File: src/rtl/oli_pkg.sv
// shared types and constants for the ordered list block
package oli_pkg;

    // field widths
    localparam int ELEM_W     = 30;
    localparam int POS_W      = 8;
    localparam int CMD_W      = 2;
    localparam int IN_DATA_W  = 40;
    localparam int OUT_DATA_W = 32;
    localparam int OUT_USER_W = 2;

    // bit places of the flags in the output tuser
    localparam int USER_EMPTY_BIT   = 0;
    localparam int USER_DROPPED_BIT = 1;

    // command codes carried in the input tuser
    typedef enum logic [CMD_W-1:0] {
        CMD_PUSH_FRONT = 2'd0,
        CMD_PUSH_BACK  = 2'd1,
        CMD_DELETE     = 2'd2,
        CMD_NOP        = 2'd3
    } t_cmd;

endpackage

File: src/rtl/oli_mem.sv
// element store: one write port, one read port with registered read data
module oli_mem #(
    parameter int DEPTH = 32
) (
    input  logic                         i_clk,
    input  logic                         i_wr_en,
    input  logic [$clog2(DEPTH)-1:0]     i_wr_addr,
    input  logic [oli_pkg::ELEM_W-1:0]   i_wr_data,
    input  logic                         i_rd_en,
    input  logic [$clog2(DEPTH)-1:0]     i_rd_addr,
    output logic [oli_pkg::ELEM_W-1:0]   o_rd_data
);

    logic [oli_pkg::ELEM_W-1:0] r_mem [DEPTH];
    logic [oli_pkg::ELEM_W-1:0] r_rd_data;

    // write port
    always_ff @(posedge i_clk) begin
        if (i_wr_en) begin
            r_mem[i_wr_addr] <= i_wr_data;
        end
    end

    // read port, data held while not enabled
    always_ff @(posedge i_clk) begin
        if (i_rd_en) begin
            r_rd_data <= r_mem[i_rd_addr];
        end
    end

    assign o_rd_data = r_rd_data;

endmodule

File: src/rtl/ordered_list_insert_delete.sv
// top level: ordered list with insert at front or back and delete at position
//
// Keeps up to DEPTH values in order in a single-port-write, single-port-read
// store. One command is taken at a time; s_axis_tready is high only while the
// block is idle. An insert at the back writes in the accept cycle. An insert at
// the front moves every stored value up one place through the store's read and
// write ports, one value per cycle, then a drain state lands the last move and
// a fill state writes the new value at the front. A delete at position p moves
// the values above p down one place through the move and drain states. After
// that the whole list is read out front to back at one item per cycle while
// m_axis_tready is high; each item passes through the store's registered read
// data before the output register, and the last item is flagged by tlast. An
// empty list gives one item with the empty flag. An insert into a full list is
// dropped and flagged on every item.
module ordered_list_insert_delete #(
    parameter int DEPTH = 32
) (
    input  logic                            i_clk,
    input  logic                            i_rst_n,
    // command channel
    input  logic                            i_s_axis_tvalid,
    output logic                            o_s_axis_tready,
    // tdata: value [29:0], position [37:30], zero [39:38]
    input  logic [oli_pkg::IN_DATA_W-1:0]   i_s_axis_tdata,
    // tuser: cmd [1:0]
    input  logic [oli_pkg::CMD_W-1:0]       i_s_axis_tuser,
    // result channel
    output logic                            o_m_axis_tvalid,
    input  logic                            i_m_axis_tready,
    // tdata: element [29:0], zero [31:30]
    output logic [oli_pkg::OUT_DATA_W-1:0]  o_m_axis_tdata,
    output logic                            o_m_axis_tlast,
    // tuser: list_empty [0], dropped [1]
    output logic [oli_pkg::OUT_USER_W-1:0]  o_m_axis_tuser
);

    localparam int AW = $clog2(DEPTH);
    localparam int CW = $clog2(DEPTH + 1);

    typedef enum logic [2:0] {
        ST_IDLE,
        ST_MOVE,
        ST_DRAIN,
        ST_FILL,
        ST_OUT
    } t_state;

    // sequencer state
    t_state                      r_state, n_state;
    logic [CW-1:0]               r_count, n_count;
    logic [CW-1:0]               r_src, n_src;
    logic [CW-1:0]               r_left, n_left;
    logic                        r_dir_up, n_dir_up;
    logic                        r_wr_pend, n_wr_pend;
    logic [AW-1:0]               r_wr_addr, n_wr_addr;
    logic [oli_pkg::ELEM_W-1:0]  r_val, n_val;
    logic                        r_drop, n_drop;
    logic [CW-1:0]               r_k, n_k;
    logic                        r_rd_vld, n_rd_vld;
    logic                        r_rd_last, n_rd_last;
    // output register
    logic                        r_o_valid, n_o_valid;
    logic [oli_pkg::ELEM_W-1:0]  r_o_elem, n_o_elem;
    logic                        r_o_last, n_o_last;
    logic                        r_o_empty, n_o_empty;
    logic                        r_o_drop, n_o_drop;

    // store port signals
    logic                        mem_wr_en;
    logic [AW-1:0]               mem_wr_addr;
    logic [oli_pkg::ELEM_W-1:0]  mem_wr_data;
    logic                        mem_rd_en;
    logic [AW-1:0]               mem_rd_addr;
    logic [oli_pkg::ELEM_W-1:0]  mem_rd_data;

    // input fields
    oli_pkg::t_cmd               in_cmd;
    logic [oli_pkg::ELEM_W-1:0]  in_value;
    logic [oli_pkg::POS_W-1:0]   in_pos;
    logic [oli_pkg::POS_W-1:0]   count_ext;
    logic [oli_pkg::POS_W-1:0]   del_moves;
    logic                        full;
    logic                        out_free;
    logic                        consume;
    logic                        issue;

    assign in_cmd    = oli_pkg::t_cmd'(i_s_axis_tuser);
    assign in_value  = i_s_axis_tdata[oli_pkg::ELEM_W-1:0];
    assign in_pos    = i_s_axis_tdata[oli_pkg::ELEM_W +: oli_pkg::POS_W];
    assign count_ext = oli_pkg::POS_W'(r_count);
    assign del_moves = count_ext - in_pos - oli_pkg::POS_W'(1);
    assign full      = (r_count == CW'(DEPTH));
    assign out_free  = !r_o_valid || i_m_axis_tready;
    assign consume   = (r_state == ST_OUT) && r_rd_vld && out_free;
    assign issue     = (r_state == ST_OUT) && (r_k < r_count) && (!r_rd_vld || consume);

    oli_mem #(
        .DEPTH (DEPTH)
    ) u_mem (
        .i_clk     (i_clk),
        .i_wr_en   (mem_wr_en),
        .i_wr_addr (mem_wr_addr),
        .i_wr_data (mem_wr_data),
        .i_rd_en   (mem_rd_en),
        .i_rd_addr (mem_rd_addr),
        .o_rd_data (mem_rd_data)
    );

    // sequencer and store port control
    always_comb begin
        n_state     = r_state;
        n_count     = r_count;
        n_src       = r_src;
        n_left      = r_left;
        n_dir_up    = r_dir_up;
        n_wr_pend   = 1'b0;
        n_wr_addr   = r_wr_addr;
        n_val       = r_val;
        n_drop      = r_drop;
        n_k         = '0;
        n_rd_vld    = r_rd_vld;
        n_rd_last   = r_rd_last;
        n_o_valid   = r_o_valid && !i_m_axis_tready;
        n_o_elem    = r_o_elem;
        n_o_last    = r_o_last;
        n_o_empty   = r_o_empty;
        n_o_drop    = r_o_drop;
        mem_wr_en   = 1'b0;
        mem_wr_addr = r_wr_addr;
        mem_wr_data = mem_rd_data;
        mem_rd_en   = 1'b0;
        mem_rd_addr = r_src[AW-1:0];

        // a pending move lands in the cycle after its read
        if (r_wr_pend) begin
            mem_wr_en = 1'b1;
        end

        case (r_state)
            ST_IDLE: begin
                if (i_s_axis_tvalid) begin
                    n_drop  = 1'b0;
                    n_state = ST_OUT;
                    case (in_cmd)
                        oli_pkg::CMD_PUSH_FRONT: begin
                            if (full) begin
                                n_drop = 1'b1;
                            end else if (r_count == '0) begin
                                mem_wr_en   = 1'b1;
                                mem_wr_addr = '0;
                                mem_wr_data = in_value;
                                n_count     = r_count + CW'(1);
                            end else begin
                                n_val    = in_value;
                                n_src    = r_count - CW'(1);
                                n_left   = r_count;
                                n_dir_up = 1'b1;
                                n_count  = r_count + CW'(1);
                                n_state  = ST_MOVE;
                            end
                        end
                        oli_pkg::CMD_PUSH_BACK: begin
                            if (full) begin
                                n_drop = 1'b1;
                            end else begin
                                mem_wr_en   = 1'b1;
                                mem_wr_addr = r_count[AW-1:0];
                                mem_wr_data = in_value;
                                n_count     = r_count + CW'(1);
                            end
                        end
                        oli_pkg::CMD_DELETE: begin
                            if (count_ext > in_pos) begin
                                n_count = r_count - CW'(1);
                                if (del_moves != '0) begin
                                    n_src    = CW'(in_pos + oli_pkg::POS_W'(1));
                                    n_left   = CW'(del_moves);
                                    n_dir_up = 1'b0;
                                    n_state  = ST_MOVE;
                                end
                            end
                        end
                        default: begin
                        end
                    endcase
                end
            end
            ST_MOVE: begin
                // read one value, write it one place over next cycle
                mem_rd_en   = 1'b1;
                mem_rd_addr = r_src[AW-1:0];
                n_wr_pend   = 1'b1;
                if (r_dir_up) begin
                    n_wr_addr = AW'(r_src + CW'(1));
                    n_src     = r_src - CW'(1);
                end else begin
                    n_wr_addr = AW'(r_src - CW'(1));
                    n_src     = r_src + CW'(1);
                end
                n_left = r_left - CW'(1);
                if (r_left == CW'(1)) begin
                    n_state = ST_DRAIN;
                end
            end
            ST_DRAIN: begin
                n_state = r_dir_up ? ST_FILL : ST_OUT;
            end
            ST_FILL: begin
                mem_wr_en   = 1'b1;
                mem_wr_addr = '0;
                mem_wr_data = r_val;
                n_state     = ST_OUT;
            end
            ST_OUT: begin
                n_k = r_k;
                if (r_count == '0) begin
                    // empty list gives one flagged item
                    if (out_free) begin
                        n_o_valid = 1'b1;
                        n_o_elem  = '0;
                        n_o_last  = 1'b1;
                        n_o_empty = 1'b1;
                        n_o_drop  = r_drop;
                        n_state   = ST_IDLE;
                    end
                end else begin
                    if (consume) begin
                        n_o_valid = 1'b1;
                        n_o_elem  = mem_rd_data;
                        n_o_last  = r_rd_last;
                        n_o_empty = 1'b0;
                        n_o_drop  = r_drop;
                        n_rd_vld  = 1'b0;
                        if (r_k == r_count) begin
                            n_state = ST_IDLE;
                        end
                    end
                    if (issue) begin
                        mem_rd_en   = 1'b1;
                        mem_rd_addr = r_k[AW-1:0];
                        n_rd_vld    = 1'b1;
                        n_rd_last   = (r_k + CW'(1) == r_count);
                        n_k         = r_k + CW'(1);
                    end
                end
            end
            default: begin
                n_state = ST_IDLE;
            end
        endcase
    end

    // state and registered outputs
    always_ff @(posedge i_clk) begin
        if (!i_rst_n) begin
            r_state   <= ST_IDLE;
            r_count   <= '0;
            r_wr_pend <= 1'b0;
            r_rd_vld  <= 1'b0;
            r_o_valid <= 1'b0;
            r_k       <= '0;
        end else begin
            r_state   <= n_state;
            r_count   <= n_count;
            r_wr_pend <= n_wr_pend;
            r_rd_vld  <= n_rd_vld;
            r_o_valid <= n_o_valid;
            r_k       <= n_k;
        end
        r_src     <= n_src;
        r_left    <= n_left;
        r_dir_up  <= n_dir_up;
        r_wr_addr <= n_wr_addr;
        r_val     <= n_val;
        r_drop    <= n_drop;
        r_rd_last <= n_rd_last;
        r_o_elem  <= n_o_elem;
        r_o_last  <= n_o_last;
        r_o_empty <= n_o_empty;
        r_o_drop  <= n_o_drop;
    end

    // port drive
    assign o_s_axis_tready = (r_state == ST_IDLE);
    assign o_m_axis_tvalid = r_o_valid;
    assign o_m_axis_tdata  = oli_pkg::OUT_DATA_W'(r_o_elem);
    assign o_m_axis_tlast  = r_o_last;
    assign o_m_axis_tuser[oli_pkg::USER_EMPTY_BIT]   = r_o_empty;
    assign o_m_axis_tuser[oli_pkg::USER_DROPPED_BIT] = r_o_drop;

`ifndef SYNTHESIS
    // list never holds more than the store
    a_count_bound : assert property (@(posedge i_clk) disable iff (!i_rst_n)
        r_count <= CW'(DEPTH))
        else $error("count above depth");

    // count moves only on an accepted command
    a_count_only_on_accept : assert property (@(posedge i_clk) disable iff (!i_rst_n)
        !(i_s_axis_tvalid && o_s_axis_tready) |=> $stable(r_count))
        else $error("count changed without a command");

    // prefetched value exists only during readout
    a_prefetch_in_readout : assert property (@(posedge i_clk) disable iff (!i_rst_n)
        r_rd_vld |-> r_state == ST_OUT)
        else $error("read data pending outside readout");

    // a move phase always has work left
    a_move_nonzero : assert property (@(posedge i_clk) disable iff (!i_rst_n)
        r_state == ST_MOVE |-> r_left != '0)
        else $error("move phase with nothing to move");

    // an empty-list item is the last and carries zero
    a_empty_item : assert property (@(posedge i_clk) disable iff (!i_rst_n)
        o_m_axis_tvalid && r_o_empty |-> o_m_axis_tlast && r_o_elem == '0)
        else $error("bad empty-list item");
`endif

endmodule
File: config.mk
export PLATFORM = sky130hd
export DESIGN_NAME = ordered_list_insert_delete
export DESIGN_NICKNAME = d
export VERILOG_FILES = /design/src/rtl/oli_pkg.sv /design/src/rtl/oli_mem.sv /design/src/rtl/ordered_list_insert_delete.sv
export SDC_FILE = /design/constraint.sdc
export NUM_CORES = 1
export LEC_CHECK = 0
export BUFFER_PORTS_ARGS = -buffer_cell sky130_fd_sc_hd__buf_2
export CAP_MARGIN = 20
export CORE_MARGIN = 8
export CORE_UTILIZATION = 30
export DETAILED_ROUTE_END_ITERATION = 7
export HOLD_SLACK_MARGIN = 0.05
export SYNTH_ARGS = -nofsm -noshare
export SYNTH_HDL_FRONTEND = slang
export SYNTH_SLANG_ARGS = --single-unit
File: constraint.sdc
create_clock -name i_clk -period 7.2 [get_ports i_clk]
set_clock_uncertainty 0.2 [all_clocks]
set_input_delay 0.36 -clock i_clk [delete_from_list [all_inputs] [get_ports i_clk]]
set_output_delay 0.36 -clock i_clk [all_outputs]
set_load 0.02 [all_outputs]
==> impl_metrics.toml <==
[synthesis]
syn_area_per_cell_um2 = 14.8
ys_ff_latch = 1090
ys_async_sr_fraction_pct = 0
yosys_warnings = 0
ys.flop_type = "edfxtp_1"
synth_enable_flop_cells = 1072
synth-seq-area-share_pct = 73.3
synth_cells = 3003
ys_types = 78
syn_area_um2 = 44400

[outcome]
status = "complete, no violations"

[route]
wl_met2_um = 59400
antenna_left = 0
maxUsedRoutingLayer = "met4"
wirelength_um = 120000
drtIter0Drc = 2864
first_pass_iters = 7
wl_met1_um = 49100
wl_per_cell_um = 23.4
vias = 26600
viasPerCell = 5.17
drc = 0
routed-wl-met3_um = 7730

[critical_path]
startpoint_type = "flip-flop"
path_cells = "inv_1 -> ha_1 -> or4b_1 -> nor2_2 -> buf_4 -> a21oi_1 -> nor2_2 -> buf_4 -> nor2_2 -> buf_4 -> a21oi_1 -> nand2_1 -> nor2_4 -> buf_4"
rr_worst_depth = 14
rr_startpoint = "r_count[0]"
r2r-end = "u_mem.r_mem[11][1]"
rrSetupSlack_ps = 1370
cp.required_ps = 7370
cp_slowest_stage_delay_ps = 970
worstSetupPathType = "reg2reg"
cp.arrival_ps = 6000
cp_slowest_cell = "nor2_4"
crit_fanout = 34
crit_top_cell = "buf_4"
endpoint_kind = "flip-flop"

[clock_tree]
clockBufferDepth = 3
cts_htree_levels = 3
cts_num_sinks = 1090
cts_tree = "yes"
cts-root-buf = "clkbuf_16"
numCtsBuffers = 109
insertion_delay_ps = 680
post_cts_buffers = 0
clkTransAtPathRegs_ps = 60

[timing]
max_slew_margin_pct = 25.6
setup_viol = 0
worstMarginPinSlew_ps = 1120
slew_violations = 0
rsz0062_at_grt = "false"
finalSetupTns_ps = 0
period_minus_slack_ps = 5830
layout_setup_ws_ps = 1370
finalHoldViolCount = 0
period_share_pct = 80.9
holdWs_ps = 116
fmax_ghz = 0.172

[pwr]
p_sw_share_pct = 29.8
clockPowerShare_pct = 31.5
net-switching-power_mw = 5.13
share_comb_of_total_power_pct = 22.1
p_int_mw = 12.1
ir_worst_vdd_v = 0.000171
pwr-share-seq_pct = 46.4
p_per_area_nw_per_um2 = 334
p_total_mw = 17.2
leakagePower_nw = 17.6

[final_layout]
register_area_um2 = 32600
drive_gt1_share_pct = 11.9
final_common_cell = "edfxtp_1"
fin_nets = 3190
nFillCells = 14000
area_delta_synth_final_pct = 16.0
final_cells = 5141
layout_common_cells = "edfxtp_1 (1,072), nand2_1 (419), mux2i_1 (202), nand3_1 (169), a31oi_1 (120)"
multiInputGateArea_um2 = 11000

[job]
cap_violations = 0

[floorplanning]
rows = 141
core_area_um2 = 147000
die_x_um = 401
start_util_pct = 30.1
die_height_um = 401
io_pins = 83
dieArea_um2 = 161000

[hold_path]
hold_depth = 4
holdCritPathClass = "in2reg"
worstHoldStart = "i_s_axis_tdata[31]"
hold_end = "r_src[1]"

[placed_design]
io_buffer_count = 78
hpwl_um = 67800
gp_congestion = 0.798
dp.cells = 4884
dp_slack_ps = 1400

[grt]
grt_use_total_pct = 14.3
grt_antenna_before_repair = 1
overflow = 0
grt_max_degree = 97
grt_pass1_vias = 25900
grt_pass1_wl_um = 176000
## cells in the mapped netlist, types with 12 or more instances
cell type     n  area, um2
o21ai_1      15       75.1
nor2b_1      34        213
a211oi_1     20        150
buf_4        22        165
ha_1         21        263
nand2_1     419       1570
mux2i_1     203       2030
a222oi_1     55        551
xnor2_1      31        272
o21ai_0      63        315
o211ai_1     32        240
nand3_1     169        846
nor2_1       74        278
a21oi_1      25        125
clkbuf_1     89        334
a32oi_1      34        298
a31oi_1     123        769
edfxtp_1   1072      32200
a211o_1      51        447
and3_1       69        432
nand4_1      32        200
nor3_1       12       60.1
inv_1        58        218
a21bo_1      26        260
buf_6        16        180
buf_2        72        360
dfxtp_1      18        360
a22oi_1      31        233
## worst max-delay path: cells and delay by family, from the launching register on
family          cells  cell delay [ps]
compound gates      2              470
fa+ha+maj           1              260
buf+inv             5             1640
flops               1              440
simple gates        6             2480
## power by group through the flow
stage / combinational, mW / clock, mW / sequential, mW
floorplan: 2.14 / 0 / 8.14
global placement: 3.51 / 0 / 8.15
detailed placement: 3.61 / 0 / 8.15
CTS: 3.64 / 5.52 / 8.02
global route: 4.05 / 5.75 / 8.01
finish: 3.80 / 5.43 / 7.99
## cells by family (layout without fill, tap and decap cells)
| logic type | after synthesis | in the layout | share of synthesized area, % |
|---|---|---|---|
| AND/OR/NAND/NOR | 858 | 858 | 8.97 |
| flip-flops | 1090 | 1090 | 73.3 |
| multiplexers | 206 | 206 | 4.67 |
| AO/OA/AOI/OAI | 523 | 523 | 8.73 |
| other | 1 | 3 | 0.00844 |
| XOR/XNOR | 40 | 40 | 0.788 |
| buffers and inverters | 263 | 469 | 2.93 |
| adder cells (fa/ha/maj) | 22 | 22 | 0.636 |
## routing by layer
| layer | track usage (%) | up-vias |
|---|---|---|
| li1 | - | 11900 |
| met1 | 18.5 | 13500 |
| met2 | 24.4 | 993 |
| met3 | 1.97 | 192 |
| met4 | 5.29 | 0 |
| met5 | 0 | - |
## how the worst max path moves through the flow
stage | start | end | slack (ps) | cells past startpoint
2_1_floorplan | r_count[1] | o_m_axis_tlast | 2260 | 8
3_3_place_gp | r_count[1] | u_mem.r_mem[10][13] | 1430 | 15
3_5_place_dp | r_count[1] | u_mem.r_mem[11][28] | 1400 | 14
4_1_cts | r_count[1] | u_mem.r_mem[11][11] | 1380 | 14
5_1_grt | r_count[0] | u_mem.r_mem[11][11] | 1130 | 14
6_report | r_count[0] | u_mem.r_mem[11][1] | 1370 | 14
## state kept, by name, summed over array words and instances, names as in the netlist, 3 cells and up
signal,flops
u_mem.o_rd_data,30
r_wr_addr,5
r_left,6
r_src,5
r_state,3
r_count,6
r_o_elem,30
u_mem.r_mem,960
r_val,30
r_k,6
## what timing repair did
item,4_1_cts,5_1_grt
resized for setup,0,0
hold endpoints to repair,54,0
hold buffers,41,0
## layout make-up
class,instances,share of cell area (%)
diodes,1,0.00486
clock buffers,143,5.74
clock inverters,56,0.867
inverters,60,0.447
multi-input cells,1651,21.3
flip-flops and latches,1090,63.2
well taps,1930,4.69
repair buffers,210,3.78
## metrics by stage
stage	instance area, um2	util [%]
finish	51500	34.9
global route	51500	34.9
CTS	51100	34.7
detailed placement	47300	32.1
global placement	47100	31.9
floorplan	44400	-
No activity file was read; power rests on OpenSTA's default activity.
